File: config.mk
export PLATFORM = sky130hd
export DESIGN_NAME = glw_ctrl
export DESIGN_NICKNAME = d
export VERILOG_FILES = /design/src/rtl/core/glw_pkg.sv /design/src/rtl/core/glw_ctrl.sv
export SDC_FILE = /design/constraint.sdc
export NUM_CORES = 1
export LEC_CHECK = 0
export BUFFER_PORTS_ARGS = -buffer_cell sky130_fd_sc_hd__buf_4
export CAP_MARGIN = 20
export CELL_PAD_IN_SITES_DETAIL_PLACEMENT = 1
export CELL_PAD_IN_SITES_GLOBAL_PLACEMENT = 1
export CORE_ASPECT_RATIO = 2
export CORE_MARGIN = 1.5
export CORE_UTILIZATION = 40
export CTS_BUF_LIST = sky130_fd_sc_hd__clkbuf_8
export DETAILED_ROUTE_END_ITERATION = 16
export PLACE_DENSITY_LB_ADDON = 0.1
export SLEW_MARGIN = 15
export SYNTH_ARGS = -nofsm -noshare
export SYNTH_HDL_FRONTEND = slang
export SYNTH_SLANG_ARGS = --single-unit
File: constraint.sdc
create_clock -name clk -period 3.05 [get_ports clk]
set_clock_uncertainty 0.2 [all_clocks]
set_input_delay 0.1525 -clock clk [delete_from_list [all_inputs] [get_ports clk]]
set_output_delay 0.1525 -clock clk [all_outputs]
set_load 0.05 [all_outputs]
File: src/rtl/core/glw_pkg.sv
// ----------------------------------------------------------------------------
// glw_pkg
// Shared types, register codes and helpers of the greedy line wrap placer.
// ----------------------------------------------------------------------------
package glw_pkg;

    localparam int CFG_IDX_BITS = 8;
    localparam int CELL_BITS    = 10;
    localparam int BYTE_BITS    = 14;

    localparam logic [CFG_IDX_BITS-1:0] REG_LINE_WIDTH     = 8'd0;
    localparam logic [CFG_IDX_BITS-1:0] REG_FIRST_INDENT   = 8'd1;
    localparam logic [CFG_IDX_BITS-1:0] REG_HANGING_INDENT = 8'd2;
    localparam logic [CFG_IDX_BITS-1:0] REG_TAB_STOP       = 8'd3;

    localparam logic [7:0] RST_LINE_WIDTH     = 8'd80;
    localparam logic [7:0] RST_FIRST_INDENT   = 8'd0;
    localparam logic [7:0] RST_HANGING_INDENT = 8'd0;
    localparam logic [7:0] RST_TAB_STOP       = 8'd8;
    localparam logic [7:0] DEFAULT_TAB        = 8'd8;

    typedef enum logic [4:0] {
        OP_NONE,
        OP_LATCH,
        OP_DISPATCH,
        OP_RESTART,
        OP_XFER,
        OP_DIV_INIT,
        OP_DIV_STEP,
        OP_TAB_INIT,
        OP_SET_DROP,
        OP_PLACE_TAB,
        OP_PLACE_IN,
        OP_SETUP_CUT,
        OP_RD_HEAD,
        OP_EV_HEAD,
        OP_BRK2,
        OP_RD_STRIP,
        OP_EV_STRIP,
        OP_SCLOSE,
        OP_CL1,
        OP_CL2,
        OP_CL3,
        OP_CL4
    } op_t;

    typedef struct packed {
        op_t op;
    } cmd_t;

    typedef struct packed {
        logic eot;
        logic nl;
        logic tab;
        logic sp;
        logic cw_nz;
        logic nlo;
        logic eot_close;
        logic drop;
        logic over;
        logic tab_over;
        logic full;
        logic lbp_ok;
        logic cnt_zero;
        logic head_zero;
        logic rd_space;
        logic k_zero;
        logic bit_zero;
        logic stg_empty;
        logic q_empty;
    } stat_t;

    typedef struct packed {
        logic [8:0]  cluster_total;
        logic [13:0] byte_total;
        logic [7:0]  line_cells;
        logic [7:0]  line_indent;
        logic        hard_break;
        logic        last_of_run;
    } rec_t;

    typedef struct packed {
        logic [8:0] room;
        logic [7:0] indent;
    } ls_t;

    function automatic ls_t line_start(input logic [7:0] lw, input logic [7:0] fi,
                                       input logic [7:0] hi, input logic first);
        ls_t r;
        logic [7:0] ind;
        ind = first ? fi : hi;
        if (lw != 8'd0 && ind >= lw)
        begin
            ind = lw - 8'd1;
        end
        r.indent = ind;
        r.room   = (lw == 8'd0) ? 9'd0 : ({1'b0, lw} - {1'b0, ind});
        return r;
    endfunction

endpackage

File: src/rtl/core/glw_ctrl.sv
// ----------------------------------------------------------------------------
// glw_ctrl
// Sequencer of the placer: one command per cycle to the datapath.
// ----------------------------------------------------------------------------
module glw_ctrl
    import glw_pkg::*;
(
    input  logic  clk,
    input  logic  rst_n,
    input  logic  in_valid,
    output logic  in_ready,
    input  stat_t st,
    output cmd_t  cmd
);

    typedef enum logic [22:0] {
        S_IDLE     = 23'h000001,
        S_DISPATCH = 23'h000002,
        S_RESTART  = 23'h000004,
        S_FINISH   = 23'h000008,
        S_DIV_INIT = 23'h000010,
        S_DIV_STEP = 23'h000020,
        S_TAB_INIT = 23'h000040,
        S_TAB_LOOP = 23'h000080,
        S_SPACE    = 23'h000100,
        S_VIS0     = 23'h000200,
        S_VIS1     = 23'h000400,
        S_HW_RD    = 23'h000800,
        S_HW_EV    = 23'h001000,
        S_VIS2     = 23'h002000,
        S_VIS3     = 23'h004000,
        S_VIS4     = 23'h008000,
        S_STRIP_RD = 23'h010000,
        S_STRIP_EV = 23'h020000,
        S_SCLOSE   = 23'h040000,
        S_CL1      = 23'h080000,
        S_CL2      = 23'h100000,
        S_CL3      = 23'h200000,
        S_CL4      = 23'h400000
    } state_t;

    state_t state_reg, state_next, ret_reg, ret_next;

    assign in_ready = (state_reg == S_IDLE);

    always_comb
    begin
        state_next = state_reg;
        ret_next   = ret_reg;
        cmd.op     = OP_NONE;
        case (state_reg)
            S_IDLE:
            begin
                if (in_valid)
                begin
                    cmd.op = OP_LATCH;
                    state_next = S_DISPATCH;
                end
            end
            S_DISPATCH:
            begin
                cmd.op = OP_DISPATCH;
                if (st.eot)
                begin
                    ret_next = S_RESTART;
                    state_next = st.eot_close ? S_CL1 : S_RESTART;
                end
                else if (st.nl)
                begin
                    ret_next = S_FINISH;
                    state_next = S_CL1;
                end
                else if (st.tab)
                begin
                    state_next = st.nlo ? S_FINISH : S_DIV_INIT;
                end
                else if (st.cw_nz && !st.nlo)
                begin
                    state_next = st.sp ? S_SPACE : S_VIS0;
                end
                else
                begin
                    state_next = S_FINISH;
                end
            end
            S_RESTART:
            begin
                cmd.op = OP_RESTART;
                state_next = S_FINISH;
            end
            S_FINISH:
            begin
                if (st.stg_empty || st.q_empty)
                begin
                    cmd.op = OP_XFER;
                    state_next = S_IDLE;
                end
            end
            S_DIV_INIT:
            begin
                cmd.op = OP_DIV_INIT;
                state_next = S_DIV_STEP;
            end
            S_DIV_STEP:
            begin
                cmd.op = OP_DIV_STEP;
                if (st.bit_zero)
                begin
                    state_next = S_TAB_INIT;
                end
            end
            S_TAB_INIT:
            begin
                cmd.op = OP_TAB_INIT;
                state_next = S_TAB_LOOP;
            end
            S_TAB_LOOP:
            begin
                if (st.k_zero)
                begin
                    state_next = S_FINISH;
                end
                else if (st.tab_over)
                begin
                    cmd.op = OP_SET_DROP;
                    state_next = S_FINISH;
                end
                else if (st.drop)
                begin
                    state_next = S_FINISH;
                end
                else
                begin
                    cmd.op = OP_PLACE_TAB;
                end
            end
            S_SPACE:
            begin
                cmd.op = (st.drop || st.over || st.full) ? OP_SET_DROP : OP_PLACE_IN;
                state_next = S_FINISH;
            end
            S_VIS0:
            begin
                if (st.drop)
                begin
                    ret_next = S_VIS1;
                    state_next = S_STRIP_RD;
                end
                else
                begin
                    state_next = S_VIS1;
                end
            end
            S_VIS1:
            begin
                if (st.over && !st.cnt_zero)
                begin
                    if (st.lbp_ok)
                    begin
                        cmd.op = OP_SETUP_CUT;
                        ret_next = S_VIS2;
                        state_next = S_HW_RD;
                    end
                    else
                    begin
                        ret_next = S_VIS3;
                        state_next = S_STRIP_RD;
                    end
                end
                else
                begin
                    state_next = S_VIS3;
                end
            end
            S_HW_RD:
            begin
                if (st.head_zero)
                begin
                    state_next = S_CL1;
                end
                else
                begin
                    cmd.op = OP_RD_HEAD;
                    state_next = S_HW_EV;
                end
            end
            S_HW_EV:
            begin
                cmd.op = OP_EV_HEAD;
                state_next = st.rd_space ? S_HW_RD : S_CL1;
            end
            S_VIS2:
            begin
                cmd.op = OP_BRK2;
                if (st.over && !st.cnt_zero)
                begin
                    ret_next = S_VIS3;
                    state_next = S_STRIP_RD;
                end
                else
                begin
                    state_next = S_VIS3;
                end
            end
            S_VIS3:
            begin
                if (st.full)
                begin
                    ret_next = S_VIS4;
                    state_next = S_STRIP_RD;
                end
                else
                begin
                    state_next = S_VIS4;
                end
            end
            S_VIS4:
            begin
                cmd.op = OP_PLACE_IN;
                state_next = S_FINISH;
            end
            S_STRIP_RD:
            begin
                if (st.cnt_zero)
                begin
                    state_next = S_SCLOSE;
                end
                else
                begin
                    cmd.op = OP_RD_STRIP;
                    state_next = S_STRIP_EV;
                end
            end
            S_STRIP_EV:
            begin
                cmd.op = OP_EV_STRIP;
                state_next = st.rd_space ? S_STRIP_RD : S_SCLOSE;
            end
            S_SCLOSE:
            begin
                cmd.op = OP_SCLOSE;
                state_next = S_CL1;
            end
            S_CL1:
            begin
                cmd.op = OP_CL1;
                state_next = S_CL2;
            end
            S_CL2:
            begin
                cmd.op = OP_CL2;
                state_next = S_CL3;
            end
            S_CL3:
            begin
                cmd.op = OP_CL3;
                state_next = S_CL4;
            end
            S_CL4:
            begin
                cmd.op = OP_CL4;
                state_next = ret_reg;
            end
            default:
            begin
                state_next = S_IDLE;
            end
        endcase
    end

    always_ff @(posedge clk or negedge rst_n)
    begin
        if (!rst_n)
        begin
            state_reg <= S_IDLE;
            ret_reg   <= S_IDLE;
        end
        else
        begin
            state_reg <= state_next;
            ret_reg   <= ret_next;
        end
    end

endmodule

==> metrics.cfg <==
[sta]
tns_ns = 0
post-route-period-util_pct = 95.7
grt_setup_unrepaired = no
final_max_slew_viol_count = 0
setup_viol = 0
period_needed_ns = 2.92
relSlewSlack_pct = 59.2
max_freq_mhz = 343
finalHoldViolCount = 0
worstMarginPinSlew_ns = 0.606

[global_route]
grt_first_pass_wirelength_um = 11400
grt_pass1_vias = 2265
antenna_found_initial = 0
grt_overflow = 0
grt_usage_pct = 27.9
grt_max_degree = 31

[drt]
via_per_inst = 6.13
drt_drc_violations_left = 0
dr_total_vias = 2066
routed-wl-met3_um = 161
firstDrtPassIters = 4
ant_nets = 0
met2_length_um = 3920
drtIter0Drc = 29
drt-met1-wl_um = 2740
drt_wl_total_um = 7210
routed.top_layer = met4
wl_per_cell_um = 21.4

[place]
dpl.hpwl_um = 5590
place_congestion = 0.927
numPortBuffers = 27

[cts]
clock_path_buffers = 2
cts.sinks = 30
cts_tree = done
numCtsBuffers = 5
clk_latency_ns = 0.28
htreeDepth = 2
cts_root_buffer = clkbuf_8
clkSlewWorstSetupHoldPaths_ns = 0.07

[worst_setup_path]
critPathCaptureType = primary output
cp_data_arrival_time_ns = 2.57
crit_path_max_incr_delay_ns = 0.65
criticalPathCategory = reg2out
critical-path-top-delay-family = simple AND/OR/NAND/NOR gates
start_kind = flip-flop
crit_path_cell_trace = or4_1, or3_4, o41a_1, nand3_1, buf_4
cp_num_cells = 5
cp_slowest_cell = or4_1
critical_path_buf_inv_count = 1
crit_fanout = 6
cp.required_ns = 2.70
reg2reg_depth = 8

[power]
cellLeakagePower_nw = 1.28
total_power_mw = 1.49
p_per_area_nw_per_um2 = 558
ir_drop_mv = 0.385

[min_path]
min_path_type = in2reg
whs_path_depth = 3

[logic_synthesis]
synthCells = 221
yosysTopAreaCellShare_pct = 33.5
yosysWarnings = 0
yosys-top-cells-count = 28 x dfrtp_1, 16 x nor2_1, 16 x nor4_1
ys_seq_elements = 30
ys_async_sr_fraction_pct = 100
synthMostInstantiatedCell = dfrtp_1
yosys-top-cells-area = dfrtp_1 33%, nor4_1 4.8%, nor3_1 3.6%
syn-num-nets = 243
synth_area_sq_um = 2090
yosysSeqAreaShare_pct = 36.0
ys_types = 56
ys.flop_type = dfrtp_1
avgSynthCellArea_sq_um = 9.47
synth_area_leader_cell = dfrtp_1
synth_edf_count = 0

[floorplan]
die_w_um = 54.1
io_pins = 28
initial_utilization_pct = 41.1
die_area_sq_um = 5700
fp-row-count = 37
design.core.area_sq_um = 5090
die_height_um = 105

[layout]
largest_reg_flops = 23
drive_above_1_share_pct = 26.5
antenna_cells = 0
fin_nets = 300
fin_util_pct = 52.6
area_growth_pct = 28.1

[flow_run]
cap_violations = 0

[run_status]
outcome = finished, final reports clean

-- path summary, 6_finish.rpt --
path	startpoint	to	slack, ns
min in group asynchronous	rst_n	state_reg[18]$_DFFE_PN0P_	0.14
min reg2reg	ret_reg[13]$_DFFE_PN0P_	ret_reg[13]$_DFFE_PN0P_	0.28
max reg2reg	state_reg[4]$_DFFE_PN0P_	state_reg[2]$_DFFE_PN0P_	0.15
max in group asynchronous	rst_n	ret_reg[0]$_DFFE_PN1P_	2.18
max	state_reg[2]$_DFFE_PN0P_	cmd[1]	0.13
min	st[3]	state_reg[7]$_DFFE_PN0P_	0.02
-- per-layer routing --
| metal | vias to the layer above | GRT usage, % |
|---|---|---|
| met4 | 0 | 14.8 |
| met5 | - | 0 |
| met1 | 1017 | 30.0 |
| met3 | 24 | 3.26 |
| met2 | 47 | 49.2 |
| li1 | 978 | - |
-- worst register-to-register path, cell delays in order, from the launching register on --
cell and delay, ns:
dfrtp_1 0.41, buf_4 0.19, or4_1 0.55, nor3_2 0.32, and4_1 0.27, buf_4 0.18, nand2_1 0.06, o21ai_1 0.08
dlygate4sd3_1 0.58
-- report_power, final --
part	switching [mW]	total (mW)	internal (mW)
sequential	0.0318	0.467	0.436
combinational	0.414	0.688	0.274
clock	0.160	0.339	0.179
-- kinds of logic after synthesis --
family | Yosys count | share of synthesized area (%)
flip-flops | 30 | 36.0
buffers and inverters | 14 | 4.19
AND/OR/NAND/NOR | 134 | 42.8
multiplexers | 1 | 0.478
AO/OA/AOI/OAI | 35 | 13.6
XOR/XNOR | 7 | 2.93
-- layout make-up --
class                           count  area, sq um
Clock inverter                      2         8.76
Inverter                            5         18.8
Timing Repair Buffer               59          478
Fill cell                         594         2410
Multi-Input combinational cell    177         1260
Clock buffer                        6         82.6
Sequential cell                    30          753
Tap cell                           58         72.6
-- stage by stage --
stage / setup WS (ns) / hold slack (ns) / cell area (sq um) / cells
floorplan: 0.381 / -0.343 / 2090 / 221
global placement: 0.299 / -0.0915 / 2400 / 311
detailed placement: 0.300 / -0.0842 / 2400 / 311
CTS: 0.00329 / 0.0127 / 2640 / 333
global route: 0.0166 / 0.0313 / 2680 / 337
finish: 0.132 / 0.0224 / 2680 / 337
-- cell usage in the layout, fill, tap and decap left out, drive strengths merged, types with 5 or more instances in the layout --
| cell | instances |
|---|---|
| dlygate4sd3 | 14 |
| xnor2 | 7 |
| dfrtp | 28 |
| and2 | 5 |
| clkbuf | 6 |
| inv | 6 |
| nand4 | 6 |
| nor4 | 21 |
| or3 | 7 |
| nand3 | 8 |
| nor2 | 16 |
| nor2b | 5 |
| nor3 | 16 |
| a21o | 5 |
| nand2 | 13 |
| buf | 45 |
| or4 | 11 |
-- repair_timing --
action / CTS / global route
hold buffers: 14 / 0
endpoints found under the setup margin: 0 / 4
endpoints found under the hold margin: 44 / 0
buffers inserted: 0 / 4
gates resized for setup: 0 / 2
(Power assumes the default switching activity.)
